==> src/rtl/bcomp_pkg.sv <==
// Shared widths, constants and types for the barometer compensation pipeline.
// Depends on nothing; imported by every module of the block.
`default_nettype none

package bcomp_pkg;

    // Item and register widths
    localparam int RAW_W     = 24;
    localparam int PRES_W    = 32;
    localparam int TEMP_W    = 24;
    localparam int CFG_W     = 24;
    localparam int CFG_IDX_W = 3;
    localparam int C12_W     = 12;
    localparam int C20_W     = 20;
    localparam int C16_W     = 16;

    // Pipeline depth
    localparam int NSTG = 10;

    // Q30 fixed point
    localparam int FRAC_W = 30;
    localparam int Q_W    = 32;
    localparam logic signed [31:0] HALF_Q = 32'sd536870912;   // 2^29

    // Raw scaling: round(raw * 2^11 / 15) = 136*|raw| + floor((8*|raw| + 7) / 15)
    localparam int DIVY_W   = RAW_W + 3;
    localparam int RECIP_W  = 28;
    localparam int RECIP_SH = 31;
    localparam logic [RECIP_W-1:0] RECIP = 28'd143165577;     // ceil(2^31 / 15)
    localparam int QUO_W    = 23;
    localparam int BASE_W   = Q_W - 1;

    // Polynomial term widths
    localparam int S2_W  = 48;
    localparam int S1_W  = 51;
    localparam int R1_W  = 48;
    localparam int S0_W  = 52;
    localparam int R0_W  = 49;
    localparam int SUM_W = 53;

    // Temperature path
    localparam int TPROD_W = C12_W + Q_W;
    localparam int TACC_W  = 44;
    localparam int T_C0_SH = 29;
    localparam int T_SH    = 22;
    localparam logic signed [31:0] T_HALF = 32'sd2097152;     // 2^21

    // Pressure output rounding
    localparam int P_SH = 26;
    localparam logic signed [31:0] P_HALF = 32'sd33554432;    // 2^25

    typedef enum logic [CFG_IDX_W-1:0] {
        CFG_TEMP_OFS_SLOPE = 3'd0,
        CFG_PRES_OFFSET    = 3'd1,
        CFG_PRES_LINEAR    = 3'd2,
        CFG_TEMP_CROSS_LIN = 3'd3,
        CFG_CROSS_FIRST    = 3'd4,
        CFG_PRES_SQUARE    = 3'd5,
        CFG_CROSS_SECOND   = 3'd6,
        CFG_PRES_CUBE      = 3'd7
    } cfg_idx_t;

    // Load enables of a two-stage unit
    typedef struct packed {
        logic prod;
        logic fin;
    } en2_t;

endpackage

`default_nettype wire

==> src/rtl/bcomp_flow.sv <==
// Valid bits and per-stage load enables of the compensation pipeline.
// Depends on bcomp_pkg.
`default_nettype none

module bcomp_flow (
    input  logic                      clk,
    input  logic                      rst_n,
    input  logic                      in_valid,
    input  logic                      out_ready,
    output logic                      in_ready,
    output logic                      out_valid,
    output logic [bcomp_pkg::NSTG:1]  en
);
    import bcomp_pkg::*;

    logic [NSTG:1] v_reg;
    logic [NSTG:1] v_next;

    // A stage loads when the sink takes the item or it or any later stage is empty
    always_comb
    begin
        for (int k = 1; k <= NSTG; k++)
        begin
            en[k] = out_ready || (((~v_reg) >> (k - 1)) != '0);
        end
        v_next = v_reg;
        if (en[1])
        begin
            v_next[1] = in_valid;
        end
        for (int k = 2; k <= NSTG; k++)
        begin
            if (en[k])
            begin
                v_next[k] = v_reg[k-1];
            end
        end
    end

    always_ff @(posedge clk or negedge rst_n)
    begin
        if (!rst_n)
        begin
            v_reg <= '0;
        end
        else
        begin
            v_reg <= v_next;
        end
    end

    assign in_ready  = en[1];
    assign out_valid = v_reg[NSTG];

endmodule

`default_nettype wire

==> config.mk <==
export PLATFORM = sky130hd
export DESIGN_NAME = bcomp_flow
export DESIGN_NICKNAME = d
export VERILOG_FILES = /design/src/rtl/bcomp_pkg.sv /design/src/rtl/bcomp_flow.sv
export SDC_FILE = /design/constraint.sdc
export NUM_CORES = 1
export LEC_CHECK = 0
export BUFFER_PORTS_ARGS = -buffer_cell sky130_fd_sc_hd__buf_4
export CAP_MARGIN = 40
export CORE_AREA = 3 3 40 42
export DETAILED_ROUTE_END_ITERATION = 8
export DIE_AREA = 0 0 43 45
export PLACE_DENSITY_LB_ADDON = 0.1
export SETUP_SLACK_MARGIN = 0.1
export SYNTH_ARGS = -nofsm -noshare
export SYNTH_HDL_FRONTEND = slang
export SYNTH_SLANG_ARGS = --single-unit
==> constraint.sdc <==
create_clock -name clk -period 2 [get_ports clk]
set_clock_uncertainty 0.05 [all_clocks]
set_input_delay 0.2 -clock clk [delete_from_list [all_inputs] [get_ports clk]]
set_output_delay 0.2 -clock clk [all_outputs]
set_load 0.02 [all_outputs]
==> impl_metrics.csv, run 1 <==
group,metric,value,unit
outcome,status,"finished, final reports clean",
worst_hold_path,hp-start,"in_valid",
sta,final-setup-viol-count,0,
sta,finalSetupTns,0,ns
setup_path,ff2ff_setup_slack,0.77,ns
logic_synthesis,synth_cells,38,
sta,finalCriticalPeriod,1.66,ns
logic_synthesis,synthMuxAreaShare,0,
setup_path,rr_worst_depth,2,
setup_path,cp_top_family,"simple AND/OR/NAND/NOR gates",
sta,finalMaxSlewViolations,0,
floorplan,core,1280,µm²
cells_and_area,largest_register_ffs,10,
logic_synthesis,yosysUniqueCellTypes,17,
pwr,p_per_area,1070,nW/µm²
global_routing,grt_overflow,0,
cells_and_area,antenna_cells,0,
logic_synthesis,synth-compound-area-share,0.134,
cells_and_area,nets,59,
sta,hold_violations,0,
clock_network,cts_num_sinks,10,
logic_synthesis,avgSynthCellArea,11.8,µm²
sta,slew_headroom,0.782,
logic_synthesis,synth_nets,42,
placed_design,io_buffers,15,
setup_path,crit_arrival,1.41,ns
logic_synthesis,yosysTopAreaCell,"dfrtp_1",
clock_network,clk_pin_slew,0.06,ns
worst_hold_path,hp-class,"input pin to register",
pwr,peakVddDrop,0.000529,V
flow_run,max_cap_viol_count,0,
floorplan,die_area,1940,µm²
setup_path,cp_cell_sequence,"and4b_2, nand3_1, buf_4",
logic_synthesis,synth-xor-area-share,0,
detailed_routing,dr.pass1.iters,2,
sta,worst_slack,0.344,ns
logic_synthesis,synth-simple-area-share,0.217,
setup_path,cp-start-kind,"register",
setup_path,endpoint_kind,"primary output",
pwr,power_leakage,0.265,nW
pwr,power,634,µW
detailed_routing,routed_wire_length_per_instance,12.8,µm
sta,worst_pin_slew,0.328,ns
setup_path,cpMaxStageDelayCell,"and4b_2",
global_routing,grt_util_all_layers,0.112,
cells_and_area,area_growth_syn_to_layout,31.5,%
setup_path,slowest_delay,0.44,ns
logic_synthesis,synth_fa_ha_area_frac,0,
clock_network,htreeDepth,1,
clock_network,root_buffer,"clkbuf_4",
logic_synthesis,ys_warn_count,0,
detailed_routing,vias,349,
logic_synthesis,ys_ff_latch,10,
setup_path,worstPathMaxFanout,16,
cells_and_area,drive_gt1_frac,0.463,
floorplan,initial_core_util,0.350,
worst_hold_path,worst_hold_path.endpoint,"v_reg[1]",
floorplan,die_x,43,µm
sta,fin_crit_sh,0.828,
setup_path,path_buf_inv,1,
logic_synthesis,netlist_area,449,µm²
worst_hold_path,hold_path_depth,2,
sta,fmax,604,MHz
logic_synthesis,synth_top_cell_area_share,0.557,
setup_path,rr_startpoint,"v_reg[10]",
floorplan,die_y,45,µm
clock_network,clockBufferDepth,2,
clock_network,cts_tree,"yes",
setup_path,critical_path_class,"register to primary output",
setup_path,required,1.75,ns
clock_network,clk-insertion-delay-late,0.26,ns
global_routing,grt_max_degree,17,
floorplan,ios,16,
logic_synthesis,yosysSeqAreaShare,0.557,
detailed_routing,drc,0,
global_routing,antenna_found_initial,0,
global_routing,grt_pass1_vias,351,
setup_path,reg2reg_to,"v_reg[8]",
clock_network,numCtsBuffers,3,
detailed_routing,finalWirelength,883,µm
floorplan,rows,13,
placed_design,routabilityCongestion,0.662,
placed_design,place_ws,0.451,ns
detailed_routing,drtAntennaViolNets,0,
detailed_routing,vias_per_cell,5.06,
global_routing,grt_pass1_wl,1.58,mm
detailed_routing,first_iter_violations,1,
logic_synthesis,synth_top_family_by_area,"simple AND/OR/NAND/NOR gates",
logic_synthesis,synth_area_leaders,"dfrtp_1, a31o_2, buf_6",
sta,rsz0062_at_grt,"false",
-- cells by family (layout without fill, tap and decap cells) --
logic type | Yosys count | in the layout
DFF | 10 | 10
buffers and inverters | 5 | 21
AOI/OAI and AO/OA | 7 | 7
and+or+nand+nor | 16 | 16
-- cells in the final DEF (no fill, tap or decap) --
cell type	n
nand3_1	4
dfrtp_1	10
nand3b_1	1
a41o_1	1
and4b_2	1
nand2_1	2
clkbuf_8	1
and4_1	1
and2_1	1
a21o_1	2
and3_1	1
or2_2	1
buf_4	15
dlygate4sd3_1	1
a31o_2	4
nand2b_1	3
clkbuf_4	3
inv_1	1
nand4_1	1
-- worst reg2reg max path, cell delays in order, from the launching register on --
cell     delay, ns
dfrtp_1       0.40
and4b_2       0.35
or2_2         0.31
-- layer usage --
layer | track usage | part of all wire | up-vias
met5 | 0 | 0 | -
met4 | 0.0723 | 0.018 | 0
met3 | 0.0398 | 0.061 | 4
met2 | 0.183 | 0.52 | 11
met1 | 0.125 | 0.40 | 168
li1 | - | - | 166
-- power by group --
group / internal [mW] / switching, mW / leakage [nW] / total, mW
clock network: 0.110 / 0.0673 / 0.0210 / 0.178
registers: 0.235 / 0.0271 / 0.107 / 0.262
logic: 0.0822 / 0.112 / 0.137 / 0.194
total: 0.428 / 0.206 / 0.265 / 0.634
-- metrics by stage --
step | utilization | hold WS, ns | instances | area, µm²
global placement | 0.423 | -0.0192 | 64 | 543
finish | 0.460 | 0.0731 | 69 | 591
floorplan | - | -0.146 | 38 | 449
global route | 0.460 | 0.0739 | 69 | 591
CTS | 0.459 | 0.0697 | 69 | 589
detailed placement | 0.423 | -0.0175 | 64 | 543
-- cell type report --
cell class,count,area [µm²]
Inverter,1,3.75
Timing Repair Buffer,16,123
Multi-Input combinational cell,23,159
Sequential cell,10,250
Clock buffer,4,36.3
Fill cell,130,694
Tap cell,15,18.8
-- synth_stat cells, drive strengths merged --
cell	number
nand2b	3
nand2	2
a41o	1
and4b	1
nand3b	1
buf	4
and2	1
nand4	1
dfrtp	10
a31o	4
inv	1
a21o	2
and4	1
or2	1
nand3	4
and3	1
-- how the worst max path moves through the flow --
stage | start | end | depth (start not counted)
after floorplan | v_reg[10] | en[1] | 5
after global placement | v_reg[10] | in_ready | 3
after detailed placement | v_reg[10] | in_ready | 3
after CTS | v_reg[10] | in_ready | 3
after global routing | v_reg[7] | in_ready | 3
final | v_reg[10] | in_ready | 3
-- what timing repair did --
action / 4_1_cts / 5_1_grt
setup buffers: 0 / 0
endpoints found under the setup margin: 0 / 4
hold buffers: 1 / 0
hold endpoints to repair: 10 / 0
gates resized for setup: 0 / 1
No activity file was read; power rests on OpenSTA's default activity.
==> run 2: changes to the inputs <==
Clock period 2 ns to 1.3 ns, I/O delays scaled along.
==> run 2 against run 1 <==
Effect of this change:
- the flow now finishes with violations (negative setup slack)
- sequential power grew 54%
- final area grew 28%
- flip-flop and latch count is the same
- hold slack gained 0.057 ns
- via count grew 13%
- non-clock buffer count grew 7
- critical path depth is the same
- clock-buffer cell count is the same
- clock power grew 62%
- power grew 87%
- combinational power grew to 2.6 times the previous value
- highest routed layer unchanged
==> impl_metrics.csv, run 2 (synthesis results as in run 1) <==
group,metric,value,unit
outcome,status,"finished, violations left",
outcome,violations,"negative setup slack",
cells_and_area,largest_register_ffs,10,
worst_hold_path,hp-class,"input pin to register",
worst_hold_path,hold_path_depth,3,
floorplan,die_x,43,µm
setup_path,crit_start,"v_reg[9]",
cells_and_area,instances_no_fill,77,
sta,slew_headroom,0.872,
floorplan,die_area,1940,µm²
clock_network,numCtsBuffers,3,
pwr,power_leakage,0.330,nW
setup_path,crit_end,"en[2]",
global_routing,grt_overflow,0,
floorplan,initial_core_util,0.350,
global_routing,grt_util_all_layers,0.142,
flow_run,max_cap_viol_count,0,
cells_and_area,mostFrequentLayoutCells,"buf_6, buf_4, dfrtp_1",
floorplan,rows,13,
floorplan,core,1280,µm²
sta,hold_violations,0,
setup_path,endpoint_kind,"primary output",
detailed_routing,routed_wire_length_per_instance,15.2,µm
pwr,switching_share,0.336,
global_routing,grt_max_degree,11,
pwr,peakVddDrop,0.000776,V
detailed_routing,vias_per_cell,5.10,
placed_design,dp_hpwl,652,µm
sta,worst_slack,-0.121,ns
sta,finalMaxSlewViolations,0,
sta,fmax,704,MHz
clock_network,cts_tree,"yes",
setup_path,ff2ff_setup_slack,-0.01,ns
setup_path,reg2reg_to,"v_reg[3]",
floorplan,die_y,45,µm
placed_design,io_buffers,15,
detailed_routing,dr.pass1.iters,4,
pwr,power.net_switching,399,µW
floorplan,ios,16,
sta,final-setup-viol-count,11,
cells_and_area,area_growth_syn_to_layout,68.2,%
placed_design,placed_cell_area,587,µm²
clock_network,clockBufferDepth,2,
global_routing,antenna_found_initial,0,
detailed_routing,vias,393,
clock_network,clk_pin_slew,0.07,ns
sta,worst_pin_slew,0.192,ns
setup_path,required,1.12,ns
clock_network,htreeDepth,1,
placed_design,routabilityCongestion,0.737,
clock_network,clk-insertion-delay-late,0.28,ns
setup_path,critical_path_class,"register to primary output",
cells_and_area,stdcell_area,756,µm²
placed_design,place_inst,68,
detailed_routing,first_iter_violations,1,
pwr,p_per_area,1570,nW/µm²
cells_and_area,nets,67,
setup_path,crit_arrival,1.24,ns
setup_path,rr_startpoint,"v_reg[8]",
setup_path,worstPathMaxFanout,6,
pwr,internal_power,788,µW
global_routing,grt_pass1_vias,429,
pwr,combinationalPowerShare,0.418,
sta,fin_crit_sh,1.09,
cells_and_area,layout_commonest_cell,"buf_6",
detailed_routing,drtAntennaViolNets,0,
detailed_routing,drc,0,
pwr,p_seq_frac,0.340,
sta,finalCriticalPeriod,1.42,ns
sta,rsz0062_at_grt,"true",
global_routing,grt_pass1_wl,1.88,mm
clock_network,cts_num_sinks,10,
cells_and_area,antenna_cells,0,
setup_path,cp-start-kind,"register",
clock_network,root_buffer,"clkbuf_4",
detailed_routing,finalWirelength,1.17,mm
setup_path,rr_worst_depth,4,
pwr,p_clk_frac,0.243,
cells_and_area,drive_gt1_frac,0.613,
## run 2: changes by cell type in the layout (fill, tap and decap cells not counted), moves of 3 or more
cell    before  now
buf_6        0   12
buf_4       15    9
a31o_2       4    1
a31o_4       0    3
## run 2: timing repair
item	CTS	global route
endpoints found under the hold margin	10	1
hold buffers	1	1
buffers inserted	3	0
pin swaps	4	2
cloned	1	0
setup endpoints to repair	18	18
gates resized for setup	21	3
## run 2: worst min path at each step
| stage | from | endpoint | slack, ns |
|---|---|---|---|
| final | out_ready | v_reg[9] | 0.13 |
| after global routing | out_ready | v_reg[9] | 0.17 |
| after CTS | in_valid | v_reg[1] | 0.0006 |
| after detailed placement | rst_n | v_reg[9] | -0.09 |
| after global placement | rst_n | v_reg[9] | -0.09 |
| after floorplan | rst_n | v_reg[10] | -0.22 |
## run 2: worst max-delay path: stages, from the launching register on
cell	delay, ns
dfrtp_1	0.38
and4b_4	0.31
nand4_1	0.10
buf_4	0.17
## run 2: power groups by stage
stage | Clock (mW) | Combinational [mW] | Sequential [mW]
2_1_floorplan | 0 | 0.242 | 0.402
3_3_place_gp | 0 | 0.350 | 0.391
3_5_place_dp | 0 | 0.360 | 0.394
4_1_cts | 0.285 | 0.491 | 0.398
5_1_grt | 0.306 | 0.536 | 0.406
6_report | 0.288 | 0.496 | 0.403
## run 2: layout make-up
type                    count  area, µm²
fillers                   118        529
flip-flops and latches     10        251
multi-input cells          24        223
repair buffers             23        223
clock buffers               4       36.3
well taps                  15       18.8
inverters                   1       3.75
## run 2: per-layer routing
layer,up-vias,global-route usage,part of all wire
met5,-,0,0
met4,0,0.108,0.025
met3,4,0.0239,0.063
met2,15,0.257,0.49
met1,189,0.146,0.42
li1,185,-,-
## run 2: through the flow
step / hold WS, ns / utilization / total power, mW / setup TNS, ns / setup WS [ns]
after CTS: 0.000597 / 0.578 / 1.17 / -0.625 / -0.116
final: 0.130 / 0.588 / 1.19 / -0.744 / -0.121
after global placement: -0.0888 / 0.457 / 0.741 / -0.0304 / -0.0140
after floorplan: -0.216 / - / 0.644 / 0 / 0.00483
after global routing: 0.169 / 0.588 / 1.25 / -1.27 / -0.156
after detailed placement: -0.0853 / 0.457 / 0.755 / -0.522 / -0.101
