### src/rtl/bcomp_pkg.sv
// Shared widths, constants and types for the barometer compensation pipeline.
// Depends on nothing; imported by every module of the block.
`default_nettype none

package bcomp_pkg;

    // Item and register widths
    localparam int RAW_W     = 24;
    localparam int PRES_W    = 32;
    localparam int TEMP_W    = 24;
    localparam int CFG_W     = 24;
    localparam int CFG_IDX_W = 3;
    localparam int C12_W     = 12;
    localparam int C20_W     = 20;
    localparam int C16_W     = 16;

    // Pipeline depth
    localparam int NSTG = 10;

    // Q30 fixed point
    localparam int FRAC_W = 30;
    localparam int Q_W    = 32;
    localparam logic signed [31:0] HALF_Q = 32'sd536870912;   // 2^29

    // Raw scaling: round(raw * 2^11 / 15) = 136*|raw| + floor((8*|raw| + 7) / 15)
    localparam int DIVY_W   = RAW_W + 3;
    localparam int RECIP_W  = 28;
    localparam int RECIP_SH = 31;
    localparam logic [RECIP_W-1:0] RECIP = 28'd143165577;     // ceil(2^31 / 15)
    localparam int QUO_W    = 23;
    localparam int BASE_W   = Q_W - 1;

    // Polynomial term widths
    localparam int S2_W  = 48;
    localparam int S1_W  = 51;
    localparam int R1_W  = 48;
    localparam int S0_W  = 52;
    localparam int R0_W  = 49;
    localparam int SUM_W = 53;

    // Temperature path
    localparam int TPROD_W = C12_W + Q_W;
    localparam int TACC_W  = 44;
    localparam int T_C0_SH = 29;
    localparam int T_SH    = 22;
    localparam logic signed [31:0] T_HALF = 32'sd2097152;     // 2^21

    // Pressure output rounding
    localparam int P_SH = 26;
    localparam logic signed [31:0] P_HALF = 32'sd33554432;    // 2^25

    typedef enum logic [CFG_IDX_W-1:0] {
        CFG_TEMP_OFS_SLOPE = 3'd0,
        CFG_PRES_OFFSET    = 3'd1,
        CFG_PRES_LINEAR    = 3'd2,
        CFG_TEMP_CROSS_LIN = 3'd3,
        CFG_CROSS_FIRST    = 3'd4,
        CFG_PRES_SQUARE    = 3'd5,
        CFG_CROSS_SECOND   = 3'd6,
        CFG_PRES_CUBE      = 3'd7
    } cfg_idx_t;

    // Load enables of a two-stage unit
    typedef struct packed {
        logic prod;
        logic fin;
    } en2_t;

endpackage

`default_nettype wire

### src/rtl/bcomp_scale.sv
// Two-stage conversion of a raw 24-bit reading to Q30 (raw * 2^11 / 15, rounded).
// Depends on bcomp_pkg.
`default_nettype none

module bcomp_scale (
    input  logic                                  clk,
    input  bcomp_pkg::en2_t                       en,
    input  logic signed [bcomp_pkg::RAW_W-1:0]    raw,
    output logic signed [bcomp_pkg::Q_W-1:0]      q
);
    import bcomp_pkg::*;

    localparam int PROD_W = DIVY_W + RECIP_W;

    logic [RAW_W-1:0]      mag_in;
    logic [DIVY_W-1:0]     divy;
    logic [PROD_W-1:0]     prod;
    logic [QUO_W-1:0]      quo_next;
    logic [QUO_W-1:0]      quo_reg;
    logic [BASE_W-1:0]     base_next;
    logic [BASE_W-1:0]     base_reg;
    logic                  neg_reg;
    logic [BASE_W-1:0]     mag;
    logic [Q_W-1:0]        mag_ext;
    logic signed [Q_W-1:0] q_next;
    logic signed [Q_W-1:0] q_reg;

    // Stage 1: magnitude, 136*|raw| by shift-add, remainder part by reciprocal
    always_comb
    begin
        mag_in    = raw[RAW_W-1] ? RAW_W'(-raw) : raw;
        divy      = {mag_in, 3'b111};
        prod      = PROD_W'(divy) * PROD_W'(RECIP);
        quo_next  = prod[RECIP_SH+QUO_W-1:RECIP_SH];
        base_next = BASE_W'({mag_in, 7'b0}) + BASE_W'({mag_in, 3'b0});
    end

    always_ff @(posedge clk)
    begin
        if (en.prod)
        begin
            quo_reg  <= quo_next;
            base_reg <= base_next;
            neg_reg  <= raw[RAW_W-1];
        end
    end

    // Stage 2: combine and restore sign
    always_comb
    begin
        mag     = base_reg + BASE_W'(quo_reg);
        mag_ext = {1'b0, mag};
        q_next  = neg_reg ? -mag_ext : mag_ext;
    end

    always_ff @(posedge clk)
    begin
        if (en.fin)
        begin
            q_reg <= q_next;
        end
    end

    assign q = q_reg;

endmodule

`default_nettype wire

### config.mk
export PLATFORM = sky130hd
export DESIGN_NAME = bcomp_scale
export DESIGN_NICKNAME = d
export VERILOG_FILES = /design/src/rtl/bcomp_pkg.sv /design/src/rtl/bcomp_scale.sv
export SDC_FILE = /design/constraint.sdc
export NUM_CORES = 1
export LEC_CHECK = 0
export BUFFER_PORTS_ARGS = -buffer_cell sky130_fd_sc_hd__buf_2
export CORE_ASPECT_RATIO = 0.8
export CORE_MARGIN = 2
export CORE_UTILIZATION = 55
export DETAILED_ROUTE_END_ITERATION = 8
export HOLD_SLACK_MARGIN = 0.1
export PLACE_DENSITY = 0.73
export SKIP_CTS_REPAIR_TIMING = 1
export SLEW_MARGIN = 20
export SYNTH_ARGS = -nofsm -noshare
export SYNTH_HDL_FRONTEND = slang
export SYNTH_SLANG_ARGS = --single-unit
export TNS_END_PERCENT = 10
### constraint.sdc
create_clock -name clk -period 21.7 [get_ports clk]
set_input_delay 2.17 -clock clk [delete_from_list [all_inputs] [get_ports clk]]
set_output_delay 2.17 -clock clk [all_outputs]
set_load 0.03 [all_outputs]
==> results of run 1 <==
## layer usage
layer	routed length (um)	up-vias	share of wire	GRT usage
met5	0	-	0	0
met4	265	0	0.010	0.0460
met3	1870	21	0.072	0.0484
met2	11400	268	0.44	0.364
met1	12500	4204	0.48	0.347
li1	-	4294	-	-
## cells by family after synthesis
logic type / share of synthesized area
buffers and inverters: 0.0649
xor gates and xnor gates: 0.0777
muxes: 0.00182
DFF: 0.216
and+or+nand+nor: 0.0983
AOI/OAI and AO/OA: 0.160
adders and majority gates: 0.382
## final timing paths
check | from | to | slack [ns] | depth (start not counted)
max | raw[3] | quo_reg[22] | 11.62 | 26
min | quo_reg[0] | q[0] | 0.54 | 0
max reg2reg | base_reg[3] | q[29] | 17.73 | 12
min reg2reg | quo_reg[0] | q[0] | 0.54 | 0
## metrics by stage
stage	setup slack, ns	hold WS (ns)	std cells	util
final	11.62	0.540	1512	0.607
after global routing	11.17	0.554	1512	0.607
after CTS	11.59	0.532	1512	0.607
after detailed placement	11.26	0.517	1496	0.593
after global placement	11.39	0.512	1496	0.593
after floorplan	11.97	0.477	1177	-
## layout make-up
cell class / count / area, sq um
inverter: 190 / 713
multi-input combinational: 892 / 8420
tap: 269 / 337
sequential: 84 / 2520
timing repair buffer: 61 / 315
fill: 1765 / 8160
clock inverter: 7 / 70.1
clock buffer: 9 / 225
## placed cells by master (no fill, tap or decap), types with 5 or more instances in the layout
cell type    n
o21bai_1    11
buf_2       57
nand2b_1    12
nand2_1     60
a211oi_1    15
a211o_1      5
o21a_1      14
xnor2_1     80
inv_1      190
edfxtp_1    84
a21o_1      26
nand3_1     17
nor2_1      52
o211ai_1     5
clkbuf_16    9
a21oi_1     63
fa_1        97
o31ai_1     10
ha_1       202
and3_1       6
o21ai_1      5
or4_1        7
o21ai_0     49
a31oi_1     10
xor2_1      22
nor2b_1      5
nand4_1     14
nor3_1      15
==> key figures, run 1 <==
STA
  – Pins Over Slew Limit: 0
  – Post-route minimum period: around 10 ns
  – Setup TNS: 0 ns
  – Final hold viol count: 0
  – Actual slew at the worst max-slew pin: 0.938 ns
  – Maximum clock rate: 99.2 MHz
  – Final setup fails: 0
  – RSZ-0062 raised after global routing: no
  – Final period utilization: 0.465
  – Rel. slew slack: 0.370
  – Clk_skew: 0.0101 ns

Clocking
  – Clk pin slew, worst setup/hold paths: 0.07 ns
  – CTS Buf Count: 9
  – Clk_lat worst skew: 0.35 ns
  – Clock buffer depth: 2
  – CTS root buffer: clkbuf_16
  – Clk sinks: 84
  – CTS tree: built
  – H-tree levels: 3

Setup path
  – Crit path kind: primary input to flop
  – Crit end category: flop
  – Startpoint Class: primary input
  – Number of buffers and inverters on the critical path: 3
  – Slowest cell on crit path: fa_1
  – Critical Path RT: 21.80 ns
  – Crit path DAT: roughly 10 ns
  – Crit path max-delay family: adder cells
  – CP max stage delay: slightly below 0.7 ns
  – Crit-path max FO: 6
  – Most used cell along the critical path: fa_1

Floorplanning
  – Die Y: 134 um
  – # rows: 47
  – Core area: about 21000 sq um
  – Die footprint: 22500 sq um
  – Starting Density: 0.564
  – # IOs: approximately 60
  – Die W: 167 um

Global route
  – GR Overflow Total: 0
  – First-pass GRT wire length: 42.4 mm
  – Vias in the first global route: ~8400
  – Initial antenna violation count: 0
  – Pin count of the biggest net entering global routing: 53
  – Total GRT Usage: 0.236

Yosys
  – EDFF count, synth: 84
  – Most numerous cell in the Yosys netlist: ha_1
  – Post-synth ARST share: 0
  – Top post-synthesis cells by area: ha_1, edfxtp_1, fa_1
  – Cell variety after synth: 78
  – Post-Syn Area per Cell: roughly 10 sq um
  – Synth Net Count: 1503
  – Top FF cell, synth: edfxtp_1
  – Mapped Area: about 12000 sq um
  – Synth top area share: 0.216
  – Cells after Synth: between 1000 and 1500
  – Sequential area share after synthesis: 0.216
  – Post-synth top area cell: ha_1
  – Synth warn: 0
  – Top post-synthesis cells by count: ha_1, inv_1, fa_1
  – FF+latch count, synth: 84

Placed design
  – Post-DP HPWL: about 22 mm
  – RePlAce Congestion: 0.947
  – Post-DP Area: 12300 sq um
  – Port Buffer Count: 58

Layout
  – Antenna diodes: 0
  – Final nets: 1564
  – Layout cells sized above 1: 0.0853
  – Number of flip-flops in the largest register: 32
  – Layout area overhead: 7.70%
  – Final Cell Area: about 13000 sq um

Route
  – TritonRoute pass-1 iters: 7
  – ANT nets after route: 0
  – Routed length per instance: 17.2 um
  – DRT Wirelength: about 26 mm
  – DRC: 0
  – Vias: 8787
  – Routed vias/inst: 5.81
  – DRT iter0 DRCs: between 600 and 700

Job
  – Number of max-cap violations: 0

Run status
  – Status: finished clean

Worst hold path
  – HP Class: flop to flop
Power of run 1 is left out: the tool's default activity adds up to more than one toggle a clock period on the data nets, which glitch-free logic cannot reach.
==> run 2: changes to the inputs <==
- ABC_AREA: unset -> 1
- PLACE_DENSITY: 0.73 -> 0.72
- clock period: 21.7 -> 9.75 ns (I/O delays scaled with it)
==> key figures, run 2 <==
Setup path
  – Most used cell along the critical path: inv_1
  – CP max stage delay: approximately 0.60 ns
  – Crit end category: flop
  – Slowest cell on crit path: fa_1
  – Crit path DAT: 7.78 ns
  – Crit path kind: primary input to flop
  – Crit-path max FO: 6
  – Critical Path RT: 9.83 ns
  – Startpoint Class: primary input

Route
  – TritonRoute pass-1 iters: 6
  – DRT Wirelength: between 40 and 50 mm
  – DRT iter0 DRCs: roughly 1200
  – Routed length per instance: 18.6 um
  – DRC: 0
  – Routed vias/inst: approximately 5.5
  – Vias: 12200
  – ANT nets after route: 0

Yosys
  – Top FF cell, synth: edfxtp_1
  – Post-synth top area cell: ha_1
  – Post-synth ARST share: 0
  – FF+latch count, synth: 84
  – Most numerous cell in the Yosys netlist: nand2_1
  – Cell variety after synth: 41
  – Mapped Area: between 10000 and 15000 sq um
  – Top post-synthesis cells by count: nand2_1, inv_1, ha_1
  – Cells after Synth: 1821
  – Sequential area share after synthesis: 0.186
  – Synth Net Count: 2147
  – Post-Syn Area per Cell: 7.46 sq um
  – Top post-synthesis cells by area: ha_1, edfxtp_1, fa_1
  – Synth top area share: 0.186
  – EDFF count, synth: between 80 and 90
  – Synth warn: 0

Global route
  – Vias in the first global route: 11400
  – Total GRT Usage: 0.323
  – First-pass GRT wire length: 64.0 mm
  – Initial antenna violation count: 0
  – Pin count of the biggest net entering global routing: 53
  – GR Overflow Total: 0

STA
  – RSZ-0062 raised after global routing: no
  – Pins Over Slew Limit: 0
  – Maximum clock rate: 130 MHz
  – Setup TNS: 0 ns
  – Post-route minimum period: approximately 7.7 ns
  – Final setup fails: 0
  – Hold slack: 0.507 ns
  – Actual slew at the worst max-slew pin: between 0.8 and 0.9 ns
  – Rel. slew slack: 0.425
  – Final hold viol count: 0
  – Clk_skew: 0.0138 ns
  – Final period utilization: 0.790
  – Setup ws final: 2.05 ns

Clocking
  – Clk pin slew, worst setup/hold paths: ~0.070 ns
  – CTS Buf Count: 9
  – H-tree levels: 3
  – CTS tree: built
  – Clock buffer depth: 2
  – CTS root buffer: clkbuf_16
  – Clk_lat worst skew: 0.36 ns
  – Clk sinks: 84

Floorplanning
  – Starting Density: 0.559
  – Core area: 24300 sq um
  – # rows: 51
  – Die footprint: 26000 sq um
  – Die W: 180 um
  – Die Y: 145 um
  – # IOs: between 50 and 60

Layout
  – Layout area overhead: 7.44%
  – Fill count: roughly 2300
  – Antenna diodes: 0
  – Commonest non-fill, non-tap cell in the layout: nand2_1
  – Multi-input combinational cell area: just under 10000 sq um
  – Reg area: 2520 sq um
  – Final nets: 2216
  – Number of flip-flops in the largest register: 32
  – Final std cells w/o fill: between 2000 and 2500
  – Layout cells sized above 1: 0.0671
  – Most frequent cells in the layout: nand2_1, inv_1, ha_1, nor2_1

Run status
  – Status: finished clean

Placed design
  – Post-Place Worst Slack: 1.84 ns
  – RePlAce Congestion: 1.03
  – Dpl cells: 2197
  – Post-DP HPWL: 35.7 mm
  – Port Buffer Count: between 50 and 60

Job
  – Number of max-cap violations: 0

Worst hold path
  – HP Class: flop to flop
## run 2: area by class of cell
class / count / share of cell area
inverters: 381 / 0.0980
clock buffers: 9 / 0.0154
flip-flops and latches: 84 / 0.173
multi-input cells: 1351 / 0.659
repair buffers: 63 / 0.0225
well taps: 318 / 0.0273
clock inverters: 5 / 0.00540
## run 2: worst max-delay path, delay by kind of cell
kind | cells | cell delay (ns)
buffers and inverters | 8 | 0.64
XOR/XNOR | 2 | 0.64
AND/OR/NAND/NOR | 13 | 2.21
AO/OA/AOI/OAI | 1 | 0.13
adder cells (fa/ha/maj) | 7 | 3.16
## run 2: cells by family after synthesis
family,synth area share
AND/OR/NAND/NOR,0.235
buffers and inverters,0.107
adder cells (fa/ha/maj),0.329
AO/OA/AOI/OAI,0.0885
XOR/XNOR,0.0553
flip-flops,0.186
## run 2: worst paths after layout
path | from | end | slack [ns] | cells after the start
worst min-delay path | quo_reg[0] | q[0] | 0.51 | 0
worst max-delay path | raw[0] | quo_reg[15] | 2.05 | 31
worst max register to register | base_reg[3] | q[30] | 6.25 | 16
worst min register to register | quo_reg[0] | q[0] | 0.51 | 0
## run 2: stage by stage
step | util | cell area [sq um]
3_3_place_gp | 0.588 | 14300
3_5_place_dp | 0.588 | 14300
2_1_floorplan | - | 13600
5_1_grt | 0.600 | 14600
4_1_cts | 0.600 | 14600
6_report | 0.600 | 14600
## run 2: metal layers
layer  vias to the layer above  wire length (um)  GRT usage
met1                      5632             20000      0.491
li1                       5945                 -          -
met2                       536             16500      0.473
met4                         0               533     0.0552
met3                        42              4010     0.0685
met5                         -                 0          0
Power of run 2 is left out for the same reason.
==> run 3: changes to the inputs <==
- PLACE_DENSITY: 0.72 -> 0.75
- clock period: 9.75 -> 6.25 ns (I/O delays scaled with it)
==> key figures, run 3 (same netlist as run 2, synthesis figures left out) <==
Setup path
  – Startpoint Class: primary input
  – Critical Path RT: 6.35 ns
  – Slowest cell on crit path: fa_2
  – Crit path DAT: between 6 and 7 ns
  – CP max stage delay: slightly below 0.6 ns
  – Crit path kind: primary input to flop
  – Crit-path max FO: 3
  – Most used cell along the critical path: inv_2
  – R2R depth: 16
  – Crit end category: flop

Global route
  – Met3 Usage GRT: 0.0516
  – Total GRT Usage: 0.309
  – Vias in the first global route: about 12000
  – First-pass GRT wire length: 63.0 mm
  – Initial antenna violation count: 1
  – GR met1 Demand/Resource: 0.406
  – Grt met2 use: 0.528
  – GR Overflow Total: 0
  – Busiest grt layer: met2
  – Pin count of the biggest net entering global routing: 53

STA
  – Setup ws final: -0.241 ns
  – Hold slack: approximately 0.50 ns
  – Rel. slew slack: 0.528
  – Final setup fails: 23
  – Final period utilization: 1.04
  – Post-route minimum period: between 6 and 7 ns
  – Pins Over Slew Limit: 0
  – Final hold viol count: 0
  – Actual slew at the worst max-slew pin: 0.708 ns
  – Maximum clock rate: 154 MHz
  – Clk_skew: 0.0121 ns
  – RSZ-0062 raised after global routing: yes

Layout
  – Most frequent cells in the layout: nand2_1, inv_1, buf_4, ha_1, nor2_1
  – Commonest non-fill, non-tap cell in the layout: nand2_1
  – Fill count: 1961
  – Layout area overhead: 26.4%
  – Final Cell Area: 17200 sq um
  – Number of flip-flops in the largest register: 32
  – Layout cells sized above 1: 0.240
  – Final nets: 2449

Route
  – TritonRoute pass-1 iters: 5
  – DRC: 0
  – Routed length per instance: 16.8 um
  – DRT iter0 DRCs: 944
  – Vias: 13100
  – DRT Wirelength: 41.2 mm
  – ANT nets after route: 0
  – Routed vias/inst: 5.35

Worst hold path
  – HP Class: flop to flop
  – WHS Path Cells: 0

Floorplanning
  – Die footprint: 26000 sq um
  – Die Y: between 100 and 150 um
  – # IOs: about 60
  – Starting Density: 0.559
  – Die W: 180 um
  – # rows: 51
  – Core area: 24300 sq um

Clocking
  – H-tree levels: 3
  – Clk pin slew, worst setup/hold paths: roughly 0.07 ns
  – Clock buffer depth: 2
  – CTS tree: built
  – Clk_lat worst skew: 0.34 ns
  – Clk sinks: 84
  – CTS Buf Count: 9
  – CTS root buffer: clkbuf_16

Placed design
  – Port Buffer Count: 58
  – RePlAce Congestion: 1.07
  – Post-DP HPWL: 34.9 mm
  – Post-DP Area: 15900 sq um

Run status
  – Status: finished with violations
  – Failing checks: setup timing

Job
  – Number of max-cap violations: 0
run 3: stage by stage:
| step | setup slack [ns] | setup TNS, ns | std cells | util |
|---|---|---|---|---|
| final | -0.241 | -3.23 | 2448 | 0.706 |
| after global routing | -0.527 | -10.06 | 2446 | 0.706 |
| after CTS | -0.447 | -6.59 | 2423 | 0.669 |
| after detailed placement | -0.810 | -14.98 | 2407 | 0.655 |
| after global placement | -0.779 | -13.64 | 2407 | 0.655 |
| after floorplan | -0.00931 | -0.0158 | 1821 | - |
run 3: metal layers:
| metal | routed length (um) | vias up | share of wire |
|---|---|---|---|
| met1 | 18200 | 6181 | 0.44 |
| met4 | 1040 | 0 | 0.025 |
| met2 | 19500 | 444 | 0.47 |
| li1 | - | 6412 | - |
| met3 | 2550 | 58 | 0.062 |
| met5 | 0 | - | 0 |
run 3: worst paths after layout:
path	start	endpoint	slack [ns]
setup / recovery	raw[0]	quo_reg[13]	-0.24
hold / removal	quo_reg[0]	q[0]	0.50
setup reg to reg	quo_reg[3]	q[30]	3.12
hold reg to reg	quo_reg[0]	q[0]	0.50
run 3: worst max-delay path, delay by kind of cell:
family | cells | cell delay [ns]
fa+ha+maj | 7 | 3.06
simple gates | 12 | 1.71
buf+inv | 8 | 0.53
compound gates | 2 | 0.34
xor+xnor | 2 | 0.30
run 3: area by class of cell:
| type | instances | area, sq um | area share |
|---|---|---|---|
| Antenna cell | 2 | 5.00 | 0.000291 |
| Clock buffer | 10 | 229 | 0.0133 |
| Clock inverter | 6 | 96.3 | 0.00561 |
| Inverter | 381 | 1430 | 0.0833 |
| Multi-Input combinational cell | 1351 | 10400 | 0.604 |
| Sequential cell | 84 | 2520 | 0.147 |
| Tap cell | 318 | 398 | 0.0232 |
| Timing Repair Buffer | 296 | 2120 | 0.123 |
Power of run 3 is left out for the same reason.
